## src/sv/mavg_pkg.sv

```systemverilog
// Shared types and constants of the moving average filter.
// No dependencies; every other file of the block imports this package.
package mavg_pkg;

  // Width of the window length register and of the configuration word.
  localparam int LEN_W = 9;

  // Default parameter values and reset window length.
  localparam int MAX_LENGTH_DEF  = 256;
  localparam int SAMPLE_BITS_DEF = 16;
  localparam int LEN_RESET       = 8;

  // Commands from the controller to the datapath.
  typedef struct packed {
    logic accept;    // capture the input word and read the sample leaving the window
    logic update;    // update sum and ring, start the divider
    logic load_out;  // load the quotient into the output register
  } mavg_cmd_t;

  // Status from the datapath to the controller.
  typedef struct packed {
    logic div_done;
  } mavg_stat_t;

endpackage

```

## src/sv/mavg_ctrl.sv

```systemverilog
// Controller of the moving average filter: sequences one word through
// accept, update, divide and output load. Depends on mavg_pkg.
module mavg_ctrl import mavg_pkg::*; (
  input  logic       clk,
  input  logic       rst_n,
  input  logic       in_tvalid,
  output logic       in_tready,
  output logic       out_tvalid,
  input  logic       out_tready,
  input  mavg_stat_t stat,
  output mavg_cmd_t  cmd
);

  typedef enum logic [1:0] {
    S_IDLE,
    S_UPDATE,
    S_DIVIDE,
    S_OUTPUT
  } state_t;

  state_t state_r;
  logic   out_valid_r;

  assign in_tready    = (state_r == S_IDLE);
  assign cmd.accept   = in_tvalid && (state_r == S_IDLE);
  assign cmd.update   = (state_r == S_UPDATE);
  assign cmd.load_out = (state_r == S_OUTPUT) && (!out_valid_r || out_tready);
  assign out_tvalid   = out_valid_r;

  always_ff @(posedge clk) begin
    if (!rst_n) begin
      state_r     <= S_IDLE;
      out_valid_r <= 1'b0;
    end else begin
      // A load refills the output register in the same cycle that the old word leaves.
      if (cmd.load_out) begin
        out_valid_r <= 1'b1;
      end else if (out_valid_r && out_tready) begin
        out_valid_r <= 1'b0;
      end
      case (state_r)
        S_IDLE: begin
          if (in_tvalid) begin
            state_r <= S_UPDATE;
          end
        end
        S_UPDATE: begin
          state_r <= S_DIVIDE;
        end
        S_DIVIDE: begin
          if (stat.div_done) begin
            state_r <= S_OUTPUT;
          end
        end
        S_OUTPUT: begin
          if (!out_valid_r || out_tready) begin
            state_r <= S_IDLE;
          end
        end
        default: begin
          state_r <= S_IDLE;
        end
      endcase
    end
  end

endmodule
```

## config.mk

```make
export PLATFORM = sky130hd
export DESIGN_NAME = mavg_ctrl
export DESIGN_NICKNAME = d
export VERILOG_FILES = /design/src/sv/mavg_pkg.sv /design/src/sv/mavg_ctrl.sv
export SDC_FILE = /design/constraint.sdc
export NUM_CORES = 1
export LEC_CHECK = 0
export BUFFER_PORTS_ARGS = -buffer_cell sky130_fd_sc_hd__buf_2
export CAP_MARGIN = 20
export CORE_AREA = 2 2 39 41
export CTS_CLUSTER_SIZE = 10
export DETAILED_ROUTE_END_ITERATION = 6
export DIE_AREA = 0 0 41 43
export GPL_ROUTABILITY_DRIVEN = 0
export PLACE_DENSITY = 0.35
export SKIP_LAST_GASP = 1
export SYNTH_ARGS = -nofsm -noshare
export SYNTH_HDL_FRONTEND = slang
export SYNTH_SLANG_ARGS = --single-unit
```

## constraint.sdc

```tcl
create_clock -name clk -period 1.4 [get_ports clk]
set_input_delay 0.28 -clock clk [delete_from_list [all_inputs] [get_ports clk]]
set_output_delay 0.28 -clock clk [all_outputs]
set_load 0.03 [all_outputs]
```

After elaboration in Yosys (flattened, before gate mapping) --
Index checks and enable logic that the tools add are counted.
Storage, ports and cells: flip-flop bits (word level) 3, input port bits 5, output and inout port bits 5
Cells by class: eq/ne operators 6, mux-type cells 6, reductions and logical operators 8
Operator list (number):
- $pmux 2 s4 | 1
- $mux 2 | 3
- $eq 2x2->1 const B | 2
- $ne 2x2->1 const B | 2
- $logic_and 1x1->1 | 3
- $reduce_and 3->1 | 1
- $eq 2x1->1 const B | 1
- $logic_not 2->1 | 1
- $mux 1 | 2
- $ne 2x1->1 const B | 1
- $reduce_bool 2->1 | 1
- $logic_not 1->1 | 1
- $logic_or 1x1->1 | 1

Logic depth before layout (Yosys ltp) --
Gate-level depths: netlist (run 1).
word-level depth 4, gate-level depth with buffers 4

Least setup slack after synthesis (run 1) --
OpenSTA, ideal clock, no wires.
path type register -> register, from reg state_r[0], to reg state_r[0], setup time 0.072 ns, data arrival time 1.437 ns, required time 1.328 ns, slack -0.109 ns, stages on the path, launching flop included 5, path buffers 0, period minus slack after synthesis 1.509 ns, path through dfxtp_1 inv_1 ha_1 a222oi_1 mux2i_1
On the way: word-level cells in the longest chain between the ends 3, elaborated cells between the ends (all ways) 9
Ends and longest elaborated chain:
- start: declaration | line mavg_ctrl.sv:21 | state_t state_r;
- start signal: assignment | line mavg_ctrl.sv:32 | state_r <= S_IDLE;
- start signal: assignment | line mavg_ctrl.sv:44 | state_r <= S_UPDATE;
- start signal: assignment | line mavg_ctrl.sv:48 | state_r <= S_DIVIDE;
- $logic_not 2->1 *
- net in_tready | line mavg_ctrl.sv:7 | output logic in_tready,
- $ne 2x2->1 (no line)
- $reduce_and 3->1 (no line)
The timed path passes the listed nets; every way through them passes the cells marked *. A chain may end at the register's enable or synchronous reset.

==> reports/summary.txt, run 1 <==
Min-Delay Path Class: in2reg
Hold Violations, Final: 0
Most frequent standard cell in the layout excluding fill and tap cells: buf_2
Post-route antenna net violation count: 0
Power dissipated by switching net loads: 340.3 uW
Commonest cells after routing, fill and taps aside: buf_2, nand2_1, clkbuf_4
Synthesized cell area: 207.7 sq um
Actual slew at the worst max-slew pin: 0.2615 ns
Result of the run: finished clean
Final setup margin: 0.02203 ns
Vias after detailed routing: 192
Global-route wire length before repair: 676 microns
End-of-flow core utilization: 26.31%
Worst Path Class, Setup: reg2out
Final layout net count: 47
Die extent in x: 41 microns
Maximum ir drop on the vdd rail: 0.5948 mV
Peak clock frequency supported by timing: 725.7 MHz
Min-Delay Endpoint: out_tvalid
Maximum clock insertion buffer count: 2
Cell-by-cell listing of the critical path: ha_2 -> and2b_2 -> buf_6
Reg-to-Reg End: state_r[0]
CTS tree: built
Area of the core: 0.001384 sq mm
Top cell type's share of synthesized area: 28.92%
Cell with the biggest individual delay on the critical path: dfxtp_4
Element type at the critical path end: primary output
Die Span Y: 43 microns
Switching Fraction: 43.34%
Number of setup violations in the final report: 0
Number of inserted filler cells in the final layout: 156
Largest driver fanout on the critical path: 3
Most area-hungry cell type in the Yosys netlist: dfxtp_1
Pre-Repair DR Iteration Count: 4
Max-cap viol count: 0
Via count of the first global-routing pass: 179
Maximum number of pins on one net before global-route repair: 6
Synth Area per Inst: 9.441 sq um
Portion of the clock cycle consumed by the worst path in the final layout: 98.43%
HPWL reported at the end of detailed placement: 345.2 microns
Depth of the worst register-to-register path: 5
Worst-path clk slew: 0.04 ns
Sequential element share of the synthesized area: 28.92%
Global-route usage over all layers: 6.319%
Critical Path RT: 1.12 ns
Diodes inserted: 0
Average via count per standard cell: 3.623
Average routed wire per standard cell: 8.792 microns
Type of element launching the critical path: flip-flop
Post-Syn Nets: 31
Initial core utilization: 15.01%
Combinational cell fraction of total power: 58.2%
CTS sink count: 3
Synth unique cells: 11
Number of buffers added on ports: 9
Total wire length after detailed routing: 466 microns
Worst slack at placement: -0.1280 ns
Skew final: 0.005364 ns
RSZ-0062 raised after global routing: true
Internal power: 445.0 uW
YS warnings: 0
Power density of the placed cells: 2157 mW/mm^2
Slack of the worst reg-to-reg path: 0.10 ns
Slew margin rel.: 82.57%
P_leak: 0.0001715 uW
Total CTS buffers: 3
CTS Hold Bufs: 0
CTS H-tree lvls: 1
Total die area: 0.001763 sq mm
Synthesized flop and latch total: 3
Placement Rows: 14
Sequential Power Share: 22.6%
Number of instances in the synthesized netlist: 22
Proportion of layout cells with a drive suffix above 1: 62.16%
Clock network latency to the later pin of the worst-skew pair: 0.23 ns
Count of pins on the block boundary: 10
Data arrival time of the critical path: 1.10 ns
Clock power frac: 19.2%
Min cycle time layout: 1.378 ns
Starting DRC count in detailed routing: 3
Global route total overflow: 0
Worst setup path startpoint: state_r[0]
Reg-to-reg startpoint: state_r[0]
Cell depth of the worst min-delay path: 2
Launch instance of the worst min-delay path: rst_n
Final TNS setup: 0 ns
Initial antenna violation count: 0
CP peak stage delay: 0.35 ns
Pins Over Slew Limit: 0
CTS root buf: clkbuf_4
Top cells by area in the synthesized netlist: dfxtp_1, ha_1, mux2i_1
Syn-to-layout area delta: 75.30%
DRC violation count after routing: 0
[worst max-delay path: cells and delay by family (launching register included)]
| family | cells | cell delay, ns |
|---|---|---|
| flip-flops | 1 | 0.35 |
| adder cells (fa/ha/maj) | 1 | 0.19 |
| AND/OR/NAND/NOR | 1 | 0.19 |
| buffers and inverters | 1 | 0.13 |
[flip-flops by register name, summed over array words and instances (netlist names)]
signal and count:
out_tvalid 1, state_r 2
[how the worst max path moves through the flow]
| stage | end | slack [ns] |
|---|---|---|
| 6_report | cmd[0] | 0.02 |
| 2_1_floorplan | state_r[0] | 0.02 |
| 3_3_place_gp | state_r[0] | -0.05 |
| 3_5_place_dp | state_r[0] | -0.13 |
| 5_1_grt | cmd[0] | -0.02 |
| 4_1_cts | cmd[2] | 0.002 |
[layer usage]
| layer | up-vias | track usage [%] | wire length, microns | share of wire (%) |
|---|---|---|---|---|
| li1 | 102 | - | - | - |
| met1 | 84 | 4.487 | 179 | 38 |
| met2 | 6 | 10.63 | 247 | 53 |
| met3 | 0 | 3.141 | 38 | 8.2 |
| met4 | 0 | 6.000 | 0 | 0 |
| met5 | - | 0 | 0 | 0 |
[metrics by stage]
step	hold slack, ns	area, sq um	power (uW)	cells
final	0.3288	364.1	785.3	53
after global routing	0.3266	364.1	863.1	53
after CTS	0.3206	326.6	711.6	53
after detailed placement	0.4983	275.3	498.6	47
after global placement	0.4825	275.3	497.0	47
after floorplan	0.3975	210.2	428.7	22
[timing repair]
action / CTS / global route
setup buffers: 2 / 0
resized for setup: 5 / 10
pin swaps: 1 / 1
endpoints found under the setup margin: 4 / 4
[logic make-up (layout without fill, tap and decap cells)]
group                    after synthesis  in the layout  share of synthesized area (%)
AO/OA/AOI/OAI                          3              3                          10.84
flip-flops                             3              3                          28.92
buffers and inverters                  4             19                          7.227
adder cells (fa/ha/maj)                4              4                          24.10
multiplexers                           2              2                          9.639
AND/OR/NAND/NOR                        6              6                          19.28
[cell type report]
type	count	area (sq um)	area share (%)
sequential	3	67.56	18.56
clock buffer	4	26.28	7.216
tap	16	20.02	5.498
multi-input combinational	15	160.2	43.99
inverter	4	17.52	4.811
timing repair buffer	11	72.57	19.93
[cells in the mapped netlist (all sizes together)]
| master | number |
|---|---|
| dfxtp | 3 |
| nor2b | 1 |
| and2b | 1 |
| o21a | 1 |
| and2 | 1 |
| o21ai | 1 |
| inv | 4 |
| nand2 | 3 |
| a222oi | 1 |
| mux2i | 2 |
| ha | 4 |
[power groups by stage]
| stage | clock, uW | sequential [uW] | combinational (uW) |
|---|---|---|---|
| finish | 151 | 177 | 457 |
| global placement | 0 | 145 | 352 |
| floorplan | 0 | 149 | 280 |
| CTS | 159 | 150 | 403 |
| global route | 169 | 180 | 514 |
| detailed placement | 0 | 147 | 351 |
Power figures use the tool's default switching activity.
==> run 2, diff against run 1 <==
--- a/config.mk
+++ b/config.mk
@@ -12,6 +12,7 @@
 export DETAILED_ROUTE_END_ITERATION = 6
 export DIE_AREA = 0 0 41 43
 export GPL_ROUTABILITY_DRIVEN = 0
+export GPL_TIMING_DRIVEN = 0
 export PLACE_DENSITY = 0.35
 export SKIP_LAST_GASP = 1
 export SYNTH_ARGS = -nofsm -noshare
==> reports/summary.txt, run 2 (synthesized netlist as in run 1, its figures left out) <==
Post-route antenna net violation count: 0
Final layout net count: 47
Combinational cell fraction of total power: 58.6%
Register area: 65.06 sq um
Diodes inserted: 0
RSZ-0062 raised after global routing: true
Hold Violations, Final: 0
Total die area: 0.001763 sq mm
Element type at the critical path end: primary output
Power dissipated by switching net loads: 322.9 uW
Placement Rows: 14
Portion of the clock cycle consumed by the worst path in the final layout: 97.61%
Number of flip-flops in the largest register: 2
Vias after detailed routing: 191
Sequential Power Share: 21.5%
Die extent in x: 41 microns
Maximum clock insertion buffer count: 2
CTS root buf: clkbuf_4
DRC violation count after routing: 0
Total wire length after detailed routing: 440 microns
Global route total overflow: 0
Worst Path Class, Setup: reg2out
Area of the core: 0.001384 sq mm
Critical Path RT: 1.12 ns
Global-route wire length before repair: 690 microns
Area used by multi-input combinational logic: 150.1 sq um
Count of pins on the block boundary: 10
Via count of the first global-routing pass: 190
Data arrival time of the critical path: 1.09 ns
Launch instance of the worst min-delay path: rst_n
CTS H-tree lvls: 1
Global-route usage over all layers: 6.212%
Reg-to-reg startpoint: state_r[0]
Worst setup path startpoint: state_r[1]
Number of inserted filler cells in the final layout: 159
Pins Over Slew Limit: 0
Largest driver fanout on the critical path: 4
Initial core utilization: 15.01%
Skew final: 0.00007661 ns
Total CTS buffers: 3
Min cycle time layout: 1.367 ns
Most frequent standard cell in the layout excluding fill and tap cells: buf_2
Initial antenna violation count: 0
Biggest register: state_r
Commonest cells after routing, fill and taps aside: buf_2, nand2_1, clkbuf_4
Actual slew at the worst max-slew pin: 0.2625 ns
P_leak: 0.0001690 uW
Number of setup violations in the final report: 0
Max-cap viol count: 0
CTS sink count: 3
Maximum number of pins on one net before global-route repair: 6
Pre-Repair DR Iteration Count: 4
Proportion of layout cells with a drive suffix above 1: 62.16%
Number of buffers added on ports: 9
Clock power frac: 20.0%
Maximum ir drop on the vdd rail: 0.5401 mV
End-of-flow core utilization: 25.23%
Result of the run: finished clean
Clock network latency to the later pin of the worst-skew pair: 0.23 ns
Power density of the placed cells: 2172 mW/mm^2
Internal power: 435.3 uW
Slew margin rel.: 82.50%
Min-Delay Path Class: in2reg
CTS tree: built
Average routed wire per standard cell: 8.302 microns
Average via count per standard cell: 3.604
Post-route total power: 758.2 uW
Switching Fraction: 42.59%
Type of element launching the critical path: flip-flop
Syn-to-layout area delta: 68.07%
Worst-path clk slew: 0.04 ns
Starting DRC count in detailed routing: 8
Peak clock frequency supported by timing: 731.8 MHz
Die Span Y: 43 microns
## run 2: layout make-up
cell class	count	area share [%]
inverter	4	4.301
multi-input combinational	15	43.01
tap	16	5.735
timing repair buffer	11	20.79
clock buffer	4	7.527
sequential	3	18.64
## run 2: power groups by stage
stage                     clock network [uW]  logic [uW]  registers, uW
after floorplan                            0         280            149
after global routing                     173         490            171
final                                    151         444            163
after global placement                     0         355            148
after CTS                                160         415            150
after detailed placement                   0         353            149
## run 2: routing by layer
metal  global-route usage [%]  part of all wire (%)
met1                    6.070                    41
met2                    8.750                    51
met3                    3.141                   7.7
met4                    6.000                     0
met5                        0                     0
## run 2: worst paths after layout
path	endpoint	slack (ns)	cells past startpoint
worst max-delay path	cmd[0]	0.03	3
worst min register to register	state_r[1]	0.50	2
worst max register to register	state_r[0]	0.10	5
worst min-delay path	out_tvalid	0.32	2
## run 2: metrics by stage
| step | setup TNS [ns] | std cells | area (sq um) | setup slack, ns | hold slack [ns] |
|---|---|---|---|---|---|
| 2_1_floorplan | 0 | 22 | 210.2 | 0.01571 | 0.3975 |
| 3_3_place_gp | -0.1177 | 47 | 275.3 | -0.06131 | 0.4983 |
| 3_5_place_dp | -0.1620 | 47 | 275.3 | -0.08714 | 0.5022 |
| 4_1_cts | 0 | 53 | 330.3 | 0.005224 | 0.3147 |
| 5_1_grt | -0.01127 | 53 | 349.1 | -0.01127 | 0.3242 |
| 6_report | 0 | 53 | 349.1 | 0.03346 | 0.3207 |
## run 2: repair_timing
action                     CTS  global route
hold buffers                 0             0
buffers inserted             2             0
gates cloned                 0             0
gates resized for setup      6             6
pin swaps                    1             2
setup endpoints to repair    4             4
## run 2: worst max-delay path, stage by stage (launching register included)
cell and delay [ns]:
dfxtp_4 0.35, ha_2 0.18, and2b_2 0.19, buf_6 0.13
