### src/sv/mavg_pkg.sv
// Shared types and constants of the moving average filter.
// No dependencies; every other file of the block imports this package.
package mavg_pkg;

  // Width of the window length register and of the configuration word.
  localparam int LEN_W = 9;

  // Default parameter values and reset window length.
  localparam int MAX_LENGTH_DEF  = 256;
  localparam int SAMPLE_BITS_DEF = 16;
  localparam int LEN_RESET       = 8;

  // Commands from the controller to the datapath.
  typedef struct packed {
    logic accept;    // capture the input word and read the sample leaving the window
    logic update;    // update sum and ring, start the divider
    logic load_out;  // load the quotient into the output register
  } mavg_cmd_t;

  // Status from the datapath to the controller.
  typedef struct packed {
    logic div_done;
  } mavg_stat_t;

endpackage

### src/sv/mavg_divider.sv
// Iterative signed-by-unsigned divider, one quotient bit per cycle.
// Depends on mavg_pkg for the divisor width.
module mavg_divider import mavg_pkg::*; #(
  parameter int SUM_W       = 24,
  parameter int SAMPLE_BITS = 16
) (
  input  logic                          clk,
  input  logic                          rst_n,
  input  logic                          start,
  input  logic signed [SUM_W-1:0]       dividend,
  input  logic        [LEN_W-1:0]       divisor,
  output logic                          done,
  output logic        [SAMPLE_BITS-1:0] quotient
);

  localparam int CNT_W = $clog2(SUM_W + 1);

  logic             busy_r, busy_nxt;
  logic             done_r, done_nxt;
  logic [CNT_W-1:0] cnt_r, cnt_nxt;
  logic             neg_r;
  logic [SUM_W-1:0] q_r, q_nxt;
  logic [LEN_W-1:0] rem_r, rem_nxt;
  logic [LEN_W-1:0] div_r;
  logic [LEN_W:0]   rem_sh;
  logic [SUM_W-1:0] q_signed;

  always_comb begin
    busy_nxt = busy_r;
    done_nxt = done_r;
    cnt_nxt  = cnt_r;
    q_nxt    = q_r;
    rem_nxt  = rem_r;
    rem_sh   = {rem_r, q_r[SUM_W-1]};
    if (start) begin
      busy_nxt = 1'b1;
      done_nxt = 1'b0;
      cnt_nxt  = CNT_W'(SUM_W);
      rem_nxt  = '0;
      // Work on the magnitude; the sign is restored at the end (truncation toward zero).
      q_nxt    = dividend[SUM_W-1] ? (-dividend) : dividend;
    end else if (busy_r) begin
      if (rem_sh >= {1'b0, div_r}) begin
        rem_nxt = LEN_W'(rem_sh - {1'b0, div_r});
        q_nxt   = {q_r[SUM_W-2:0], 1'b1};
      end else begin
        rem_nxt = rem_sh[LEN_W-1:0];
        q_nxt   = {q_r[SUM_W-2:0], 1'b0};
      end
      cnt_nxt = cnt_r - 1'b1;
      if (cnt_r == CNT_W'(1)) begin
        busy_nxt = 1'b0;
        done_nxt = 1'b1;
      end
    end
  end

  always_ff @(posedge clk) begin
    if (!rst_n) begin
      busy_r <= 1'b0;
      done_r <= 1'b0;
      cnt_r  <= '0;
    end else begin
      busy_r <= busy_nxt;
      done_r <= done_nxt;
      cnt_r  <= cnt_nxt;
    end
  end

  always_ff @(posedge clk) begin
    q_r   <= q_nxt;
    rem_r <= rem_nxt;
    if (start) begin
      neg_r <= dividend[SUM_W-1];
      div_r <= divisor;
    end
  end

  assign q_signed = neg_r ? (-q_r) : q_r;
  assign quotient = q_signed[SAMPLE_BITS-1:0];
  assign done     = done_r;

endmodule

### src/sv/mavg_datapath.sv
// Datapath of the moving average filter: sample ring, running sum,
// window length register and output register. Depends on mavg_pkg and mavg_divider.
module mavg_datapath import mavg_pkg::*; #(
  parameter int MAX_LENGTH  = MAX_LENGTH_DEF,
  parameter int SAMPLE_BITS = SAMPLE_BITS_DEF
) (
  input  logic                   clk,
  input  logic                   rst_n,
  input  mavg_cmd_t              cmd,
  output mavg_stat_t             stat,
  input  logic [SAMPLE_BITS-1:0] in_sample,
  input  logic                   cfg_wr_en,
  input  logic [LEN_W-1:0]       cfg_wr_data,
  output logic [SAMPLE_BITS-1:0] out_average
);

  localparam int PTR_W = $clog2(MAX_LENGTH);
  localparam int CNT_W = $clog2(MAX_LENGTH + 1);
  localparam int EXT_W = ((PTR_W > LEN_W) ? PTR_W : LEN_W) + 1;
  localparam int SUM_W = SAMPLE_BITS + $clog2(MAX_LENGTH);
  localparam int LEN_INIT = (LEN_RESET > MAX_LENGTH) ? MAX_LENGTH : LEN_RESET;

  logic [SAMPLE_BITS-1:0] ring_r [MAX_LENGTH];

  logic [LEN_W-1:0]              len_r, len_nxt;
  logic [PTR_W-1:0]              pos_r, pos_nxt;
  logic [CNT_W-1:0]              fill_r, fill_nxt;
  logic signed [SUM_W-1:0]       sum_r, sum_nxt;
  logic signed [SAMPLE_BITS-1:0] sample_r;
  logic [SAMPLE_BITS-1:0]        rd_data_r;
  logic                          old_valid_r;
  logic [EXT_W-1:0]              pos_e, len_e, old_e;
  logic [PTR_W-1:0]              old_idx;
  logic                          old_valid;
  logic signed [SAMPLE_BITS-1:0] old_sample;
  logic [SAMPLE_BITS-1:0]        quotient;
  logic [SAMPLE_BITS-1:0]        avg_r;

  // Index of the sample that leaves the window: (pos - len) modulo the ring depth.
  always_comb begin
    pos_e = EXT_W'(pos_r);
    len_e = EXT_W'(len_r);
    if (pos_e >= len_e) begin
      old_e = pos_e - len_e;
    end else begin
      old_e = pos_e + EXT_W'(MAX_LENGTH) - len_e;
    end
    old_idx = old_e[PTR_W-1:0];
    // Entries are written in order from zero after a clear, so an entry
    // below the fill count holds a real sample and any other reads as zero.
    old_valid = (32'(old_e) < 32'(fill_r));
  end

  assign old_sample = old_valid_r ? $signed(rd_data_r) : '0;

  always_comb begin
    len_nxt  = len_r;
    pos_nxt  = pos_r;
    fill_nxt = fill_r;
    sum_nxt  = sum_r;
    if (cmd.update) begin
      sum_nxt = sum_r - SUM_W'(old_sample) + SUM_W'(sample_r);
      pos_nxt = (32'(pos_r) == MAX_LENGTH - 1) ? '0 : pos_r + 1'b1;
      if (32'(fill_r) < MAX_LENGTH) begin
        fill_nxt = fill_r + 1'b1;
      end
    end
    if (cfg_wr_en) begin
      if (cfg_wr_data == '0) begin
        len_nxt = LEN_W'(1);
      end else if (32'(cfg_wr_data) > MAX_LENGTH) begin
        len_nxt = LEN_W'(MAX_LENGTH);
      end else begin
        len_nxt = cfg_wr_data;
      end
      pos_nxt  = '0;
      fill_nxt = '0;
      sum_nxt  = '0;
    end
  end

  always_ff @(posedge clk) begin
    if (!rst_n) begin
      len_r  <= LEN_W'(LEN_INIT);
      pos_r  <= '0;
      fill_r <= '0;
      sum_r  <= '0;
    end else begin
      len_r  <= len_nxt;
      pos_r  <= pos_nxt;
      fill_r <= fill_nxt;
      sum_r  <= sum_nxt;
    end
  end

  // Ring memory: one registered read at accept, one write at update.
  always_ff @(posedge clk) begin
    if (cmd.accept) begin
      rd_data_r <= ring_r[old_idx];
    end
    if (cmd.update) begin
      ring_r[pos_r] <= sample_r;
    end
  end

  always_ff @(posedge clk) begin
    if (cmd.accept) begin
      sample_r    <= $signed(in_sample);
      old_valid_r <= old_valid;
    end
    if (cmd.load_out) begin
      avg_r <= quotient;
    end
  end

  mavg_divider #(
    .SUM_W       (SUM_W),
    .SAMPLE_BITS (SAMPLE_BITS)
  ) u_div (
    .clk      (clk),
    .rst_n    (rst_n),
    .start    (cmd.update),
    .dividend (sum_nxt),
    .divisor  (len_r),
    .done     (stat.div_done),
    .quotient (quotient)
  );

  assign out_average = avg_r;

endmodule

### config.mk
export PLATFORM = sky130hd
export DESIGN_NAME = mavg_datapath
export DESIGN_NICKNAME = d
export VERILOG_FILES = /design/src/sv/mavg_pkg.sv /design/src/sv/mavg_divider.sv /design/src/sv/mavg_datapath.sv
export SDC_FILE = /design/constraint.sdc
export NUM_CORES = 2
export LEC_CHECK = 0
export BUFFER_PORTS_ARGS = -buffer_cell sky130_fd_sc_hd__buf_2
export CAP_MARGIN = 10
export CORE_AREA = 2 2 530 532
export DETAILED_ROUTE_END_ITERATION = 10
export DIE_AREA = 0 0 532 534
export GPL_TIMING_DRIVEN = 0
export PLACE_DENSITY_LB_ADDON = 0.12
export SLEW_MARGIN = 5
export SYNTH_ARGS = -nofsm -noshare
export SYNTH_HDL_FRONTEND = slang
export SYNTH_SLANG_ARGS = --single-unit
export TNS_END_PERCENT = 30
### constraint.sdc
create_clock -name clk -period 9.4 [get_ports clk]
set_input_delay 1.41 -clock clk [delete_from_list [all_inputs] [get_ports clk]]
set_output_delay 1.41 -clock clk [all_outputs]
set_load 0.005 [all_outputs]
== Yosys cells after proc, flatten, opt, wreduce, memory -nomap -nowiden ==
Memories as Yosys holds them, arrays and structs flattened. A register that Yosys moved wholly into a read port is not among the register bits.
Cells that the tools add are included.
Storage, ports and cells
  register bits: 133
  bits in latches: 0
  memory bits (writable): 4096
  bits in read-only memories: 0
  input bits: 31
  output and inout port bits: 17
  logic and storage cells: 61
  memories kept: 1
Cells by class
  add/sub/neg operators: 11
  multipliers: 0
  div/mod/pow operators: 0
  order comparisons: 5
  equal/unequal tests: 2
  shift-type cells: 0
  muxes and demuxes: 20
  bitwise operators: 1
  reductions and logical operators: 6
Memory list
  ring_r: depth 256, bits a word 16, read ports 1, clocked after Yosys merged registers in 1, write ports 1, line mavg_datapath.sv:23  | logic [SAMPLE_BITS-1:0] ring_r [MAX_LENGTH];
Operator list (number)
  $mux 24: 5
  $mux 16: 2
  $mux 9: 3
  $add 24x16->24: 1
  $neg 24->24: 1
  $sub 24x16->24: 1
  $neg 16->16: 1
  $add 8x9->10 const B: 1
  $ge 10x9->1: 1
  $lt 10x9->1: 1
  $mux 10: 1
  $mux 5: 2
  $sub 10x9->10: 1
  $sub 8x9->10: 1
  $add 9x1->9 const B: 1
  $ge 8x9->1: 1
  $gt 9x9->1 const B: 1
  $logic_not 9->1: 1
  $lt 9x9->1 const B: 1
  $sub 9x9->9: 1
  $add 8x1->8 const B: 1
  $eq 8x8->1 const B: 1
  $mux 8: 1
  $mux 1: 6
  6 further kinds: 8

== Logic depth before layout (Yosys ltp) ==
  word-level depth: 8
  depth in mapped cells: 19

== Hierarchy ==
A second synthesis with hierarchy kept.
Second synthesis, totals
  cell total of the unflattened synthesis: 8275
  area, all modules: 167479.4 sq um
Modules (own cells, without submodules)
  mavg_datapath: instances 1, cells each 7937, area each 164296.3 sq um, seq. area each 125470.3 sq um
  mavg_divider: instances 1, cells each 338, area each 3183.1 sq um, seq. area each 1341.3 sq um

== Worst setup path after synthesis ==
OpenSTA, ideal clock, no wires.
  kind: reg2reg
  start: register sample_r[15]
  end: register u_div.q_r[22] (data pin)
  setup time: 0.260 ns
  arrival time: 7.798 ns
  path slack: 1.342 ns
  stages on the path, launching flop included: 15
  path through: edfxtp_1 > inv_1 > fa_1 > inv_1 > ha_1 > clkbuf_1 > nand4_1 > or3_1 > o211ai_1 > nor2_1 > a221o_1 > or2_1 > o41ai_2 > xor2_1 > mux2_2
Between the ends
  word-level cells in the longest chain between the ends: 6
Ends and longest elaborated chain
  from (decl): line mavg_datapath.sv:29  | logic signed [SAMPLE_BITS-1:0] sample_r;
  from (signal assigned): line mavg_datapath.sv:108  | sample_r <= $signed(in_sample);
  $add 24x16->24 *: line mavg_datapath.sv:62  | sum_nxt = sum_r - SUM_W'(old_sample) + SUM_W'(sample_r);
  $mux 24 *: line mavg_datapath.sv:61  | if (cmd.update) begin
  $mux 24 *: line mavg_datapath.sv:68  | if (cfg_wr_en) begin
  $neg 24->24: line mavg_divider.sv:41  | q_nxt = dividend[SUM_W-1] ? (-dividend) : dividend;
  $mux 24 *: line mavg_divider.sv:41
  $mux 24 *: line mavg_divider.sv:35  | if (start) begin
  named net u_div.q_nxt[22]: line mavg_divider.sv:22  | logic [SUM_W-1:0] q_r, q_nxt;
  to (signal assigned): line mavg_divider.sv:71  | q_r <= q_nxt;
  to (decl): line mavg_divider.sv:22
The timed path passes the listed nets; every way through them passes the cells marked *.
A chain may end at the register's enable or synchronous reset.

== Worst setup path after layout ==
  start: register pos_r[0]
  end: register rd_data_r[5] (read register of ring_r) (data pin)
Between the ends
  word-level cells in the longest chain between the ends: 3
  elaborated cells between the ends (all ways): 5
  those cells by class: add/sub (3); order compare (1); mux (1)
Ends and longest elaborated chain
  from (decl): line mavg_datapath.sv:26  | logic [PTR_W-1:0] pos_r, pos_nxt;
  from (signal assigned): line mavg_datapath.sv:90  | pos_r <= pos_nxt;
  $add 8x9->10: line mavg_datapath.sv:46  | old_e = pos_e + EXT_W'(MAX_LENGTH) - len_e;
  $sub 10x9->10: line mavg_datapath.sv:46
  $mux 10 *: line mavg_datapath.sv:43  | if (pos_e >= len_e) begin
  to (decl): line mavg_datapath.sv:30  | logic [SAMPLE_BITS-1:0] rd_data_r;
Mark *: on every way between the ends. The rest lies on a longest branch, timed or not.

==> summary.md <==
| Metric | Value |
|---|---|
| Status | completed |
| Min-Delay Path Class | reg2reg |
| Vias | 84500 |
| Vias in the first global route | 83600 |
| Initial core utilization | 59.7% |
| Clock share of power | 38.2% |
| # Max-Cap Violations | 0 |
| # IOs | 48 |
| Share of layout cells above drive strength 1 | 31.5% |
| Die Y | 534 µm |
| Top-count cell post-synth | edfxtp_1 |
| Gpl congestion | 1.01 |
| Core Region | 0.278 mm² |
| Final setup viols | 0 |
| Final hold violations | 0 |
| Total gr overflow | 0 |
| Synthesized cell area | 0.166 mm² |
| Setup CP Type | reg2reg |
| Die X | 532 µm |
| Multi-input gate area | 0.0379 mm² |
| Drt pass-1 iters | 6 |
| Worst Skew | 0.0664 ns |
| Hold Startpoint | len_r[3] |
| PwrDens | 219 mW/mm² |
| Port Buffer Count | 45 |
| Synth top area share | 75.5% |
| Post-Syn Nets | 7635 |
| Largest net degree at the start of global routing | 34 |
| CTS Buffer Depth | 4 |
| Register area | 0.127 mm² |
| Critical Path AT | 8.33 ns |
| Net switching power | 10.4 mW |
| Nets | 8553 |
| WP data required | 9.97 ns |
| Worst-path clk slew | 0.06 ns |
| Flop2flop setup slack | 1.64 ns |
| Clock Latency Late Sink | 0.98 ns |
| Initial antenna violation count | 33 |
| CP max FO | 10 |
| Yosys cell types | 84 |
| Row Count | 194 |
| Setup bufs post-CTS | 0 |
| Startpoint types | register |
| CTS Sinks | 4245 |
| Final Max Tran Viols | 0 |
| Post-route ant nets | 0 |
| Syn. warnings | 0 |
| Mapped Cells | 7521 |
| H-Tree Depth | 5 |
| Sw Ratio | 24.4% |
| Seq/Total Area, Yosys | 76.3% |
| Worst setup startpoint | pos_r[0] |
| Synthesis-to-finish area growth | 16.9% |
| Ys flop type | edfxtp_1 |
| Startpoint of the worst-slack reg-to-reg timing path | pos_r[0] |
| Max VDD drop | 192 µV |
| Cts repair resizes | 0 |
| First DRT Iteration DRCs | 13100 |
| Post-synth top area cell | edfxtp_1 |
| First-pass GRT wire length | 645000 µm |
| Fraction of synthesis flops using an asynchronous set or reset pin | 0% |
| Clock buffer count from CTS | 419 |
| CTS tree | built |
| HPWL after detailed placement | 325000 µm |
| Pre-CTS setup slack | 2.05 ns |
| RSZ-0062 raised after global routing | no |
| Internal power | 32.2 mW |
| DIE AREA | 0.284 mm² |
| Leakage power | 61.9 nW |
| CTS Hold Bufs | 0 |
| Fmax | 129 MHz |
| GRT Total Usage | 32.8% |
| Setup tns final | 0 ns |
| Slew @ Worst Pin | 1.45 ns |
| Comb power frac | 12.0% |
| Yosys reg bits | 4245 |
| Setup ws final | 1.64 ns |
| Routed wire length | 462000 µm |
| Root Driver | clkbuf_16 |
| Part of the cycle the worst path needs | 82.5% |
| Post-Synthesis Mean Instance Area | 22.1 µm² |
| Post-synth EDFFs | 4179 |
| Vias per cell | 6.75 |
| Minimum clock period | 7.76 ns |
| DRC Markers | 0 |
| Most frequent cells after synthesis | 4179 x edfxtp_1, 1280 x mux4_2, 378 x nor2_1 |
| Critical Path End Type | register |
| Routed length per instance | 36.9 µm |
| Rel. slew slack | 3.01% |
| Top post-synthesis cells by area | edfxtp_1 75%, mux4_2 17%, nor2_1 0.85%, dfxtp_1 0.79%, nand2_1 0.77% |
| Sequential Power Share | 49.7% |
| Final-layout fill cell count | 16300 |
==> per-stage QoR <==
stage | power [mW] | util [%] | cell area [µm²] | hold WS, ns | cells
floorplan | 24.5 | - | 166000 | 0.408 | 7521
global placement | 26.3 | 61.5 | 171000 | 0.427 | 11300
detailed placement | 26.6 | 65.0 | 181000 | 0.424 | 11700
CTS | 42.6 | 69.7 | 194000 | 0.455 | 12500
global route | 43.6 | 69.8 | 194000 | 0.475 | 12500
finish | 42.6 | 69.8 | 194000 | 0.465 | 12500
==> kinds of logic (layout without fill, tap and decap cells) <==
| kind of cell | count (synthesis) | in the layout | share of synthesized area [%] |
|---|---|---|---|
| flops | 4245 | 4245 | 76.3 |
| mux | 1305 | 1305 | 17.5 |
| simple gates | 942 | 942 | 2.45 |
| fa+ha+maj | 83 | 83 | 0.738 |
| xor+xnor | 70 | 70 | 0.369 |
| compound gates | 333 | 333 | 1.36 |
| buf+inv | 543 | 1803 | 1.28 |
| other cells | 0 | 13 | 0 |
==> flip-flops by register name, summed over array words and instances, names as in the netlist, 5 cells and up <==
name / count
out_average: 16
u_div.cnt_r: 5
fill_r: 9
sum_r: 24
len_r: 9
rd_data_r: 16
u_div.q_r: 24
pos_r: 8
sample_r: 16
u_div.div_r: 9
ring_r: 4096
u_div.rem_r: 9
==> final timing paths <==
path | to | depth (start not counted)
worst min-delay path | u_div.div_r[3] | 0
worst max-delay path | rd_data_r[5] | 14
worst min register to register | u_div.div_r[3] | 0
worst max register to register | rd_data_r[5] | 14
==> per-layer routing <==
metal | routed length [µm] | GRT usage (%)
met1 | 168000 | 45.4
met2 | 216000 | 49.7
met3 | 56100 | 9.73
met4 | 21600 | 13.2
met5 | 96 | 0
==> critical path, cell delays in order (launching register included) <==
cell      delay (ns)
dfxtp_1         0.39
inv_1           0.16
ha_1            0.20
inv_1           0.06
fa_1            0.50
clkbuf_1        0.48
clkbuf_1        0.96
clkbuf_2        0.79
clkbuf_1        0.96
mux4_2          0.43
mux4_2          0.57
nand2_1         0.12
a31oi_1         0.27
a22oi_1         0.88
o221ai_1        0.53
==> layout make-up <==
class	instances	area share, %
Sequential cell	4245	65.3
Timing Repair Buffer	497	4.83
Clock buffer	519	5.71
Buffer	409	0.869
Multi-Input combinational cell	2733	19.5
Inverter	134	0.259
Clock inverter	244	1.13
Tap cell	3724	2.40
Antenna cell	13	0.0167
==> cells in the final DEF (no fill, tap or decap), types with 14 or more instances in the layout <==
| cell | synthesis | final |
|---|---|---|
| clkbuf_1 | 246 | 298 |
| clkinv_1 | 0 | 96 |
| xnor2_1 | 48 | 48 |
| nand2_1 | 339 | 339 |
| a211oi_1 | 35 | 35 |
| clkbuf_2 | 0 | 35 |
| mux4_2 | 1280 | 1280 |
| a31oi_1 | 41 | 41 |
| nor2_1 | 378 | 122 |
| buf_1 | 92 | 81 |
| clkinv_2 | 0 | 77 |
| and2_1 | 56 | 56 |
| bufinv_16 | 0 | 28 |
| clkbuf_16 | 0 | 426 |
| nand4_1 | 20 | 20 |
| ha_1 | 58 | 58 |
| nor3_1 | 15 | 15 |
| a21oi_1 | 62 | 62 |
| fa_1 | 25 | 25 |
| dfxtp_1 | 66 | 66 |
| a22oi_1 | 20 | 20 |
| buf_8 | 0 | 244 |
| nor2b_1 | 21 | 21 |
| nor2_2 | 1 | 254 |
| o21ai_0 | 66 | 66 |
| buf_16 | 0 | 190 |
| buf_2 | 69 | 123 |
| nand3_1 | 54 | 54 |
| inv_1 | 133 | 133 |
| nand2b_1 | 15 | 15 |
| edfxtp_1 | 4179 | 4179 |
| mux2i_1 | 14 | 14 |
| o221ai_1 | 18 | 18 |
| xor2_1 | 22 | 22 |
==> power by group through the flow <==
stage               sequential [mW]  combinational (mW)  clock, mW
global placement               22.2                4.11          0
CTS                            21.2                5.03       16.4
global route                   21.2                5.36       17.1
finish                         21.2                5.13       16.3
detailed placement             21.6                4.99          0
floorplan                      21.8                2.66          0
(Power assumes the default switching activity.)
